==> config.mk <==
export PLATFORM = sky130hd
export DESIGN_NAME = epoch_seconds_to_calendar
export DESIGN_NICKNAME = d
export VERILOG_FILES = /design/src/hdl/es2cal_pkg.sv /design/src/hdl/epoch_seconds_to_calendar.sv /design/src/hdl/es2cal_dp.sv /design/src/hdl/es2cal_ctrl.sv
export SDC_FILE = /design/constraint.sdc
export NUM_CORES = 1
export LEC_CHECK = 0
export BUFFER_PORTS_ARGS = -buffer_cell sky130_fd_sc_hd__buf_4
export CAP_MARGIN = 20
export CORE_AREA = 3 3 196 198
export CTS_CLUSTER_DIAMETER = 120
export DETAILED_ROUTE_END_ITERATION = 8
export DIE_AREA = 0 0 199 201
export GPL_ROUTABILITY_DRIVEN = 0
export PLACE_DENSITY = 0.66
export REMOVE_ABC_BUFFERS = 1
export SLEW_MARGIN = 30
export SYNTH_ARGS = -nofsm -noshare
export SYNTH_HDL_FRONTEND = slang
export SYNTH_SLANG_ARGS = --single-unit
==> constraint.sdc <==
create_clock -name clk -period 9.5 [get_ports clk]
set_clock_uncertainty 0.05 [all_clocks]
set_input_delay 1.9 -clock clk [delete_from_list [all_inputs] [get_ports clk]]
set_output_delay 1.9 -clock clk [all_outputs]
set_load 0.05 [all_outputs]
==> src/hdl/es2cal_pkg.sv <==
// ----------------------------------------------------------------------------
// es2cal_pkg
// Types, constants and helpers for the epoch seconds to calendar converter.
// ----------------------------------------------------------------------------
package es2cal_pkg;

  localparam int SECONDS_WIDTH_DEF = 32;

  // seconds into the current year stay below one leap year, under 2**25
  localparam int SOY_W = 25;
  localparam logic [SOY_W-1:0] SECS_COMMON_YEAR = 25'd31536000;  // 365 days
  localparam logic [SOY_W-1:0] SECS_LEAP_YEAR   = 25'd31622400;  // 366 days
  localparam logic [SOY_W-1:0] SECS_PER_DAY     = 25'd86400;
  localparam logic [16:0]      SECS_PER_HOUR    = 17'd3600;
  localparam logic [11:0]      SECS_PER_MIN     = 12'd60;

  // x / (2**s * d) = ((x >> s) * ceil(2**k / d)) >> k, exact over each input range
  localparam logic [18:0] RCP_DAY  = 19'd397683;  // 86400 = 2**7 * 675, k = 28
  localparam int          SH_DAY   = 28;
  localparam logic [13:0] RCP_HOUR = 14'd9321;    // 3600 = 2**4 * 225, k = 21
  localparam int          SH_HOUR  = 21;
  localparam logic [10:0] RCP_MIN  = 11'd1093;    // 60 = 2**2 * 15, k = 14
  localparam int          SH_MIN   = 14;
  localparam logic [9:0]  RCP_WEEK = 10'd586;     // 7, k = 12
  localparam int          SH_WEEK  = 12;

  localparam logic [8:0] LEAP_DAY    = 9'd59;   // day of year of 29 February

  // position of the year inside the 400-year Gregorian cycle
  localparam logic [8:0] CYCLE_LEN      = 9'd400;
  localparam logic [8:0] CYCLE_CENT1    = 9'd100;
  localparam logic [8:0] CYCLE_CENT2    = 9'd200;
  localparam logic [8:0] CYCLE_CENT3    = 9'd300;
  localparam logic [8:0] BASE_CYCLE_POS = 9'd370;  // 1970 mod 400
  localparam logic [7:0] BASE_YEAR_OFS  = 8'd70;   // 1970 - 1900

  localparam logic [2:0] DAYS_PER_WEEK = 3'd7;
  localparam logic [2:0] EPOCH_WEEKDAY = 3'd4;     // Thursday

  localparam int MONTHS = 12;
  localparam logic [8:0] MONTH_START [MONTHS] = '{
    9'd0, 9'd31, 9'd59, 9'd90, 9'd120, 9'd151,
    9'd181, 9'd212, 9'd243, 9'd273, 9'd304, 9'd334
  };

  typedef enum logic [2:0] {
    ST_IDLE,
    ST_YEAR,
    ST_DAY,
    ST_TOD,
    ST_HOUR,
    ST_HREM,
    ST_MIN,
    ST_MONTH
  } state_t;

  typedef struct packed {
    logic load_in;
    logic year_step;
    logic lat_day;
    logic lat_tod;
    logic lat_hour;
    logic lat_hrem;
    logic lat_min;
    logic out_load;
  } cmd_t;

  typedef struct packed {
    logic year_done;
  } status_t;

  // month of a non-leap day of year
  function automatic logic [3:0] month_of(input logic [8:0] w);
    logic [3:0] m;
    m = '0;
    for (int i = 1; i < MONTHS; i++) begin
      if (w >= MONTH_START[i]) m = 4'(i);
    end
    return m;
  endfunction

endpackage

==> src/hdl/epoch_seconds_to_calendar.sv <==
// ----------------------------------------------------------------------------
// epoch_seconds_to_calendar
// Unsigned epoch seconds to broken-down UTC calendar date and time.
// ----------------------------------------------------------------------------
//   channel | dir | handshake          | fields
//   in_     | in  | in_valid/in_stall   | epoch_seconds
//   out_    | out | out_valid/out_stall | second minute hour weekday
//           |     |                     | years_since_1900 day_of_year month
//           |     |                     | day_of_month
//
// One request at a time: the year loop runs once per whole year past 1970, taking
// one year of seconds off per cycle, before the steps below lead to out_valid.
// Day, time-of-day and weekday splits then take five reciprocal and remainder steps, month one.
// in_stall is high from accept until the result is in the output register.
// A result held by out_stall does not block the next accept.
// Synchronous active-low reset clears the controller only.
// ----------------------------------------------------------------------------
module epoch_seconds_to_calendar #(
  parameter int SECONDS_WIDTH = es2cal_pkg::SECONDS_WIDTH_DEF
) (
  input  logic                     clk,
  input  logic                     rst_n,
  input  logic                     in_valid,
  output logic                     in_stall,
  input  logic [SECONDS_WIDTH-1:0] in_epoch_seconds,
  output logic                     out_valid,
  input  logic                     out_stall,
  output logic [5:0]               out_second,
  output logic [5:0]               out_minute,
  output logic [4:0]               out_hour,
  output logic [2:0]               out_weekday,
  output logic [7:0]               out_years_since_1900,
  output logic [8:0]               out_day_of_year,
  output logic [3:0]               out_month,
  output logic [4:0]               out_day_of_month
);

  es2cal_pkg::cmd_t    cmd;
  es2cal_pkg::status_t status;

  es2cal_ctrl u_ctrl (
    .clk       (clk),
    .rst_n     (rst_n),
    .in_valid  (in_valid),
    .in_stall  (in_stall),
    .out_valid (out_valid),
    .out_stall (out_stall),
    .status    (status),
    .cmd       (cmd)
  );

  es2cal_dp #(
    .SECONDS_WIDTH(SECONDS_WIDTH)
  ) u_dp (
    .clk                  (clk),
    .in_epoch_seconds     (in_epoch_seconds),
    .cmd                  (cmd),
    .status               (status),
    .out_second           (out_second),
    .out_minute           (out_minute),
    .out_hour             (out_hour),
    .out_weekday          (out_weekday),
    .out_years_since_1900 (out_years_since_1900),
    .out_day_of_year      (out_day_of_year),
    .out_month            (out_month),
    .out_day_of_month     (out_day_of_month)
  );

endmodule

==> src/hdl/es2cal_dp.sv <==
// ----------------------------------------------------------------------------
// es2cal_dp
// Datapath: year stepper, reciprocal splits, month lookup and result registers.
// ----------------------------------------------------------------------------
module es2cal_dp #(
  parameter int SECONDS_WIDTH = es2cal_pkg::SECONDS_WIDTH_DEF
) (
  input  logic                     clk,
  input  logic [SECONDS_WIDTH-1:0] in_epoch_seconds,
  input  es2cal_pkg::cmd_t         cmd,
  output es2cal_pkg::status_t      status,
  output logic [5:0]               out_second,
  output logic [5:0]               out_minute,
  output logic [4:0]               out_hour,
  output logic [2:0]               out_weekday,
  output logic [7:0]               out_years_since_1900,
  output logic [8:0]               out_day_of_year,
  output logic [3:0]               out_month,
  output logic [4:0]               out_day_of_month
);

  localparam int SOY_W = es2cal_pkg::SOY_W;

  logic [SECONDS_WIDTH-1:0] secs_r;
  logic [8:0]               cyc_r;
  logic [7:0]               yofs_r;
  logic [2:0]               wk_r;     // weekday of 1 January of the current year
  logic [8:0]               yday_r;
  logic [16:0]              tod_r;
  logic [2:0]               wday_r;
  logic [4:0]               hour_r;
  logic [11:0]              hrem_r;
  logic [5:0]               min_r;

  // year stepping
  logic             leap;
  logic [SOY_W-1:0] year_secs;
  logic [8:0]       cyc_inc;
  logic [3:0]       wk_sum;
  logic [2:0]       wk_nxt;

  assign leap = (cyc_r[1:0] == 2'b00) && (cyc_r != es2cal_pkg::CYCLE_CENT1)
             && (cyc_r != es2cal_pkg::CYCLE_CENT2) && (cyc_r != es2cal_pkg::CYCLE_CENT3);
  assign year_secs = leap ? es2cal_pkg::SECS_LEAP_YEAR : es2cal_pkg::SECS_COMMON_YEAR;
  assign cyc_inc   = (cyc_r == es2cal_pkg::CYCLE_LEN - 9'd1) ? 9'd0 : cyc_r + 9'd1;
  // a common year moves 1 January on by one weekday, a leap year by two
  assign wk_sum    = {1'b0, wk_r} + (leap ? 4'd2 : 4'd1);
  assign wk_nxt    = (wk_sum >= {1'b0, es2cal_pkg::DAYS_PER_WEEK})
                   ? 3'(wk_sum - {1'b0, es2cal_pkg::DAYS_PER_WEEK}) : wk_sum[2:0];
  assign status.year_done = (secs_r < SECONDS_WIDTH'(year_secs));

  // day, time of day and weekday splits
  logic [SOY_W-1:0] soy;
  logic [36:0]      day_prod;
  logic [SOY_W-1:0] day_secs;
  logic [8:0]       wsum;
  logic [18:0]      wk_prod;
  logic [8:0]       wq_x7;
  logic [25:0]      hr_prod;
  logic [16:0]      hr_secs;
  logic [20:0]      min_prod;
  logic [11:0]      min_secs;

  assign soy      = secs_r[SOY_W-1:0];
  assign day_prod = 37'(soy[SOY_W-1:7]) * 37'(es2cal_pkg::RCP_DAY);
  assign day_secs = SOY_W'(yday_r) * es2cal_pkg::SECS_PER_DAY;
  assign wsum     = yday_r + {6'd0, wk_r};
  assign wk_prod  = 19'(wsum) * 19'(es2cal_pkg::RCP_WEEK);
  assign wq_x7    = 9'(wk_prod >> es2cal_pkg::SH_WEEK) * 9'(es2cal_pkg::DAYS_PER_WEEK);
  assign hr_prod  = 26'(tod_r[16:4]) * 26'(es2cal_pkg::RCP_HOUR);
  assign hr_secs  = 17'(hour_r) * es2cal_pkg::SECS_PER_HOUR;
  assign min_prod = 21'(hrem_r[11:2]) * 21'(es2cal_pkg::RCP_MIN);
  assign min_secs = 12'(min_r) * es2cal_pkg::SECS_PER_MIN;

  // month and day of month
  logic       past_feb;
  logic [8:0] wdn;
  logic [3:0] mon;
  logic [4:0] mday_base;
  logic [4:0] mday;

  assign past_feb  = leap && (yday_r >= es2cal_pkg::LEAP_DAY);
  assign wdn       = past_feb ? yday_r - 9'd1 : yday_r;
  assign mon       = es2cal_pkg::month_of(wdn);
  assign mday_base = (leap && (yday_r == es2cal_pkg::LEAP_DAY)) ? 5'd2 : 5'd1;
  assign mday      = mday_base + 5'(wdn - es2cal_pkg::MONTH_START[mon]);

  always_ff @(posedge clk) begin
    if (cmd.load_in) begin
      secs_r <= in_epoch_seconds;
      cyc_r  <= es2cal_pkg::BASE_CYCLE_POS;
      yofs_r <= es2cal_pkg::BASE_YEAR_OFS;
      wk_r   <= es2cal_pkg::EPOCH_WEEKDAY;
    end
    if (cmd.year_step) begin
      secs_r <= secs_r - SECONDS_WIDTH'(year_secs);
      cyc_r  <= cyc_inc;
      yofs_r <= yofs_r + 8'd1;
      wk_r   <= wk_nxt;
    end
    if (cmd.lat_day) yday_r <= 9'(day_prod >> es2cal_pkg::SH_DAY);
    if (cmd.lat_tod) begin
      tod_r  <= 17'(soy - day_secs);
      wday_r <= 3'(wsum - wq_x7);
    end
    if (cmd.lat_hour) hour_r <= 5'(hr_prod >> es2cal_pkg::SH_HOUR);
    if (cmd.lat_hrem) hrem_r <= 12'(tod_r - hr_secs);
    if (cmd.lat_min)  min_r  <= 6'(min_prod >> es2cal_pkg::SH_MIN);
    if (cmd.out_load) begin
      out_second           <= 6'(hrem_r - min_secs);
      out_minute           <= min_r;
      out_hour             <= hour_r;
      out_weekday          <= wday_r;
      out_years_since_1900 <= yofs_r;
      out_day_of_year      <= yday_r;
      out_month            <= mon;
      out_day_of_month     <= mday;
    end
  end

endmodule

==> src/hdl/es2cal_ctrl.sv <==
// ----------------------------------------------------------------------------
// es2cal_ctrl
// Controller: sequences year, split and month steps; owns handshakes.
// ----------------------------------------------------------------------------
module es2cal_ctrl (
  input  logic                clk,
  input  logic                rst_n,
  input  logic                in_valid,
  output logic                in_stall,
  output logic                out_valid,
  input  logic                out_stall,
  input  es2cal_pkg::status_t status,
  output es2cal_pkg::cmd_t    cmd
);

  es2cal_pkg::state_t state_r, state_nxt;
  logic               out_valid_r, out_valid_nxt;
  logic               out_free;
  logic               in_acc;

  assign out_free  = !out_valid_r || !out_stall;
  assign in_stall  = (state_r != es2cal_pkg::ST_IDLE);
  assign in_acc    = in_valid && !in_stall;
  assign out_valid = out_valid_r;

  always_comb begin
    state_nxt = state_r;
    case (state_r)
      es2cal_pkg::ST_IDLE:  if (in_valid) state_nxt = es2cal_pkg::ST_YEAR;
      es2cal_pkg::ST_YEAR:  if (status.year_done) state_nxt = es2cal_pkg::ST_DAY;
      es2cal_pkg::ST_DAY:   state_nxt = es2cal_pkg::ST_TOD;
      es2cal_pkg::ST_TOD:   state_nxt = es2cal_pkg::ST_HOUR;
      es2cal_pkg::ST_HOUR:  state_nxt = es2cal_pkg::ST_HREM;
      es2cal_pkg::ST_HREM:  state_nxt = es2cal_pkg::ST_MIN;
      es2cal_pkg::ST_MIN:   state_nxt = es2cal_pkg::ST_MONTH;
      es2cal_pkg::ST_MONTH: if (out_free) state_nxt = es2cal_pkg::ST_IDLE;
      default:              state_nxt = es2cal_pkg::ST_IDLE;
    endcase
  end

  always_comb begin
    cmd           = '0;
    cmd.load_in   = in_acc;
    cmd.year_step = (state_r == es2cal_pkg::ST_YEAR) && !status.year_done;
    cmd.lat_day   = (state_r == es2cal_pkg::ST_DAY);
    cmd.lat_tod   = (state_r == es2cal_pkg::ST_TOD);
    cmd.lat_hour  = (state_r == es2cal_pkg::ST_HOUR);
    cmd.lat_hrem  = (state_r == es2cal_pkg::ST_HREM);
    cmd.lat_min   = (state_r == es2cal_pkg::ST_MIN);
    cmd.out_load  = (state_r == es2cal_pkg::ST_MONTH) && out_free;
  end

  always_comb begin
    out_valid_nxt = out_valid_r;
    if (out_valid_r && !out_stall) out_valid_nxt = 1'b0;
    if (cmd.out_load) out_valid_nxt = 1'b1;
  end

  always_ff @(posedge clk) begin
    if (!rst_n) begin
      state_r     <= es2cal_pkg::ST_IDLE;
      out_valid_r <= 1'b0;
    end else begin
      state_r     <= state_nxt;
      out_valid_r <= out_valid_nxt;
    end
  end

endmodule

==> impl_results.rst <==
.. list-table::
   :header-rows: 1

   * - Metric
     - Value
   * - Number of antenna violations at the first check in global routing
     - 0
   * - Clock-pin slew of the registers on the worst-case setup and hold paths
     - about 80 ps
   * - Final critical path time including I/O delays and setup
     - between 7000 and 8000 ps
   * - Startpoint kind of the worst setup timing path
     - register
   * - Endpoint, Worst Hold
     - u_dp.hrem_r[0]
   * - Area growth, synth to finish
     - 9.89%
   * - Number of flip-flops and latches in the synthesized netlist
     - 154
   * - Setup Buffers After CTS
     - 0
   * - Final Slew Violations
     - 0
   * - Cell count after synthesis
     - 1,688
   * - Fin crit share
     - 0.739
   * - Top achievable clock speed
     - 0.143 GHz
   * - Placement Setup Slack
     - 2470 ps
   * - Dominant delay contributor by cell family on the critical path
     - adder cells
   * - Row Count
     - 70
   * - TritonCTS clock tree
     - done
   * - Root cell of the clock tree
     - clkbuf_16
   * - Global-route wire length before repair
     - 64,300 µm
   * - Share of synthesized area occupied by flip-flops and latches
     - 0.250
   * - Final Hold Viols
     - 0
   * - Register-to-register path setup slack
     - 2480 ps
   * - Startpoint of the lowest-slack hold path
     - u_dp.tod_r[0]
   * - Xor and xnor fraction of the mapped netlist area
     - 0.0592
   * - Critical Path Fanout Max
     - 16
   * - # clock sinks
     - 154
   * - Setup repair after global routing missed its margin
     - false
   * - Clock buffer depth
     - 2
   * - Worst-Margin Slew
     - 928 ps
   * - Hold_buf cts
     - 0
   * - Initial DRC Count
     - 544
   * - Syn avg cell area
     - 10.8 µm²
   * - CP max stage cell
     - edfxtp_1
   * - Critical path arrival
     - 7170 ps
   * - Library cell appearing most often on the critical path
     - xnor2_1
   * - Die X-Extent
     - about 200 µm
   * - Main combinational cell family by area after synthesis
     - adder cells
   * - I/O pin count
     - between 80 and 90
   * - Status
     - finished clean
   * - Class of the tightest hold or removal check
     - register to register
   * - Per-cell routed wire length
     - 17.2 µm
   * - Worst Slack Setup Final
     - 2480 ps
   * - Worst relative slew slack
     - 0.380
   * - Primary flip-flop cell chosen by synthesis mapping
     - edfxtp_1
   * - Required time at the endpoint of the critical path
     - 9650 ps
   * - Launch instance of the worst register-to-register path
     - u_dp.yday_r[0]
   * - Share of synthesized flip-flops with an asynchronous set or reset
     - 0
   * - Category of the worst setup path capture point
     - register
   * - Layout cells sized above 1
     - 0.0871
   * - Vias in the first global route
     - 12,800
   * - N_diodes
     - 0
   * - Maximum Capacitance Violations
     - 0
   * - Count of endpoints failing setup in the final report
     - 0
   * - Post_cts resized
     - 0
   * - Compound-gate portion of the synthesized area
     - 0.0935
   * - Detailed-route via count
     - 12,000
   * - Htree depth
     - 4
   * - YS warnings
     - 0
   * - Adder-cell share of the synthesized area
     - 0.452
   * - Largest net degree at the start of global routing
     - 46
   * - Detailed-router iteration count before antenna repair
     - 5
   * - Initial standard-cell utilization of the core
     - 0.499
   * - Detailed Route WL
     - between 30,000 and 40,000 µm
   * - Critical path launch point
     - u_dp.yday_r[0]
   * - Commonest non-fill, non-tap cell in the layout
     - ha_1
   * - Critical path buffers and inverters
     - 3
   * - Number of distinct library cells after synthesis
     - 86
   * - Port-buffer cells
     - 83
   * - Total congestion overflow
     - 0
   * - DP Wirelength
     - 32,000 µm
   * - Total Die Area
     - 40,000 µm²
   * - Sum of negative setup slack
     - 0 ps
   * - Final #Nets
     - 2,384
   * - Global-route total usage across every layer
     - 0.202
   * - Source-to-sink clock delay at the later pin of the worst-skew pair
     - 440 ps
   * - Detailed-route DRC error count
     - 0
   * - Most frequent cells in the layout
     - ha_1, inv_1, fa_1
   * - Drt via density
     - 5.31
   * - Core area
     - 36,700 µm²
   * - R2R Path End
     - u_dp.wday_r[2]
   * - Netlist Area Pre-Place
     - 18,300 µm²
   * - Die outline height
     - ~200 µm
   * - Antenna-violating nets left
     - 0
   * - Post-synthesis share of cell area spent on and, or, nand and nor gates
     - 0.0691
   * - Total clock buffers created by CTS
     - 17
   * - Mux share of post-synthesis cell area
     - 0.00273
   * - Register-to-Register Path Depth
     - 29
   * - Count of flip-flops with a built-in enable after synthesis
     - 150
   * - Setup CP Type
     - register to register
   * - CP max stage delay
     - around 650 ps
   * - Hold-critical path depth
     - 0
==> cell usage after synthesis (3+ instances only) <==
cell        n  area [µm²]
and2_1     10        62.6
o31ai_1     5        37.5
dfxtp_1     4        80.1
ha_1      418        5230
nand3_1    23         115
or2_2       4        25.0
and3_1     10        62.6
buf_6       3        33.8
a21o_1     32         240
o211ai_1    3        22.5
o221a_2     3        33.8
xor2_1     35         307
nand2b_1   14        87.6
clkbuf_1    5        18.8
nor3b_1     3        22.5
nand3b_1    3        22.5
a211o_1     7        61.3
o21ai_0    46         230
nand2_1    66         248
a211oi_1    3        22.5
a21boi_1    3        22.5
fa_1      152        3040
mux2i_1     5        50.1
xnor2_1    82         718
nor2b_1    17         106
a22oi_1     3        22.5
o21bai_1    4        30.0
o21a_1      7        52.6
buf_2       5        25.0
nor2_1     65         244
inv_1     324        1220
a41oi_1     3        26.3
a311oi_1    3        26.3
a21boi_0    8        60.1
nor3_1     11        55.1
edfxtp_1  150        4500
or3_1       4        25.0
a31oi_1    10        62.6
o21ai_1     6        30.0
a21oi_1    67         335
==> how the worst max path moves through the flow <==
stage / end / slack [ps] / depth (start not counted)
floorplan: u_dp.cyc_r[0] / 1940 / 14
global route: u_dp.wday_r[2] / 1980 / 29
global placement: u_dp.wday_r[2] / 2650 / 29
detailed placement: u_dp.wday_r[2] / 2470 / 29
CTS: u_dp.wday_r[2] / 2470 / 29
finish: u_dp.wday_r[2] / 2480 / 29
==> routing by layer <==
metal | track usage | part of all wire
met5 | 0 | 0
met4 | 0.0678 | 0.032
met3 | 0.0378 | 0.038
met2 | 0.345 | 0.50
met1 | 0.256 | 0.43
==> state kept, by name, summed over array words and instances (netlist names), 8 cells and up <==
signal and count:
u_dp.out_years_since_1900 8, u_dp.cyc_r 9, u_dp.yday_r 9, u_dp.secs_r 32
u_dp.yofs_r 8, u_dp.out_day_of_year 9, u_dp.tod_r 17, u_dp.hrem_r 12
==> cell type report <==
| cell class | count | area (µm²) |
|---|---|---|
| Clock buffer | 17 | 425 |
| Tap cell | 468 | 586 |
| Inverter | 327 | 1230 |
| Fill cell | 3151 | 16600 |
| Clock inverter | 15 | 214 |
| Multi-Input combinational cell | 1191 | 12400 |
| Timing Repair Buffer | 87 | 653 |
| Sequential cell | 154 | 4580 |
==> cells by family after synthesis <==
logic type | count (synthesis)
flops | 154
fa+ha+maj | 570
xor+xnor | 120
buf+inv | 343
mux | 5
simple gates | 252
compound gates | 244
==> worst register-to-register path, delay by kind of cell, from the launching register on <==
kind,cells,cell delay [ps]
simple gates,4,400
flops,1,650
buf+inv,3,140
fa+ha+maj,9,3170
compound gates,6,1060
xor+xnor,7,1330
==> stage by stage <==
stage,area [µm²],hold WS (ps),instances,utilization
2_1_floorplan,18200,350,1672,-
3_3_place_gp,19500,354,2227,0.531
3_5_place_dp,19500,355,2227,0.531
4_1_cts,20100,369,2259,0.548
5_1_grt,20100,371,2259,0.548
6_report,20100,369,2259,0.548
Power is not shown: default switching activity piles up to over one toggle a cycle in this logic, so the estimate is an artifact.
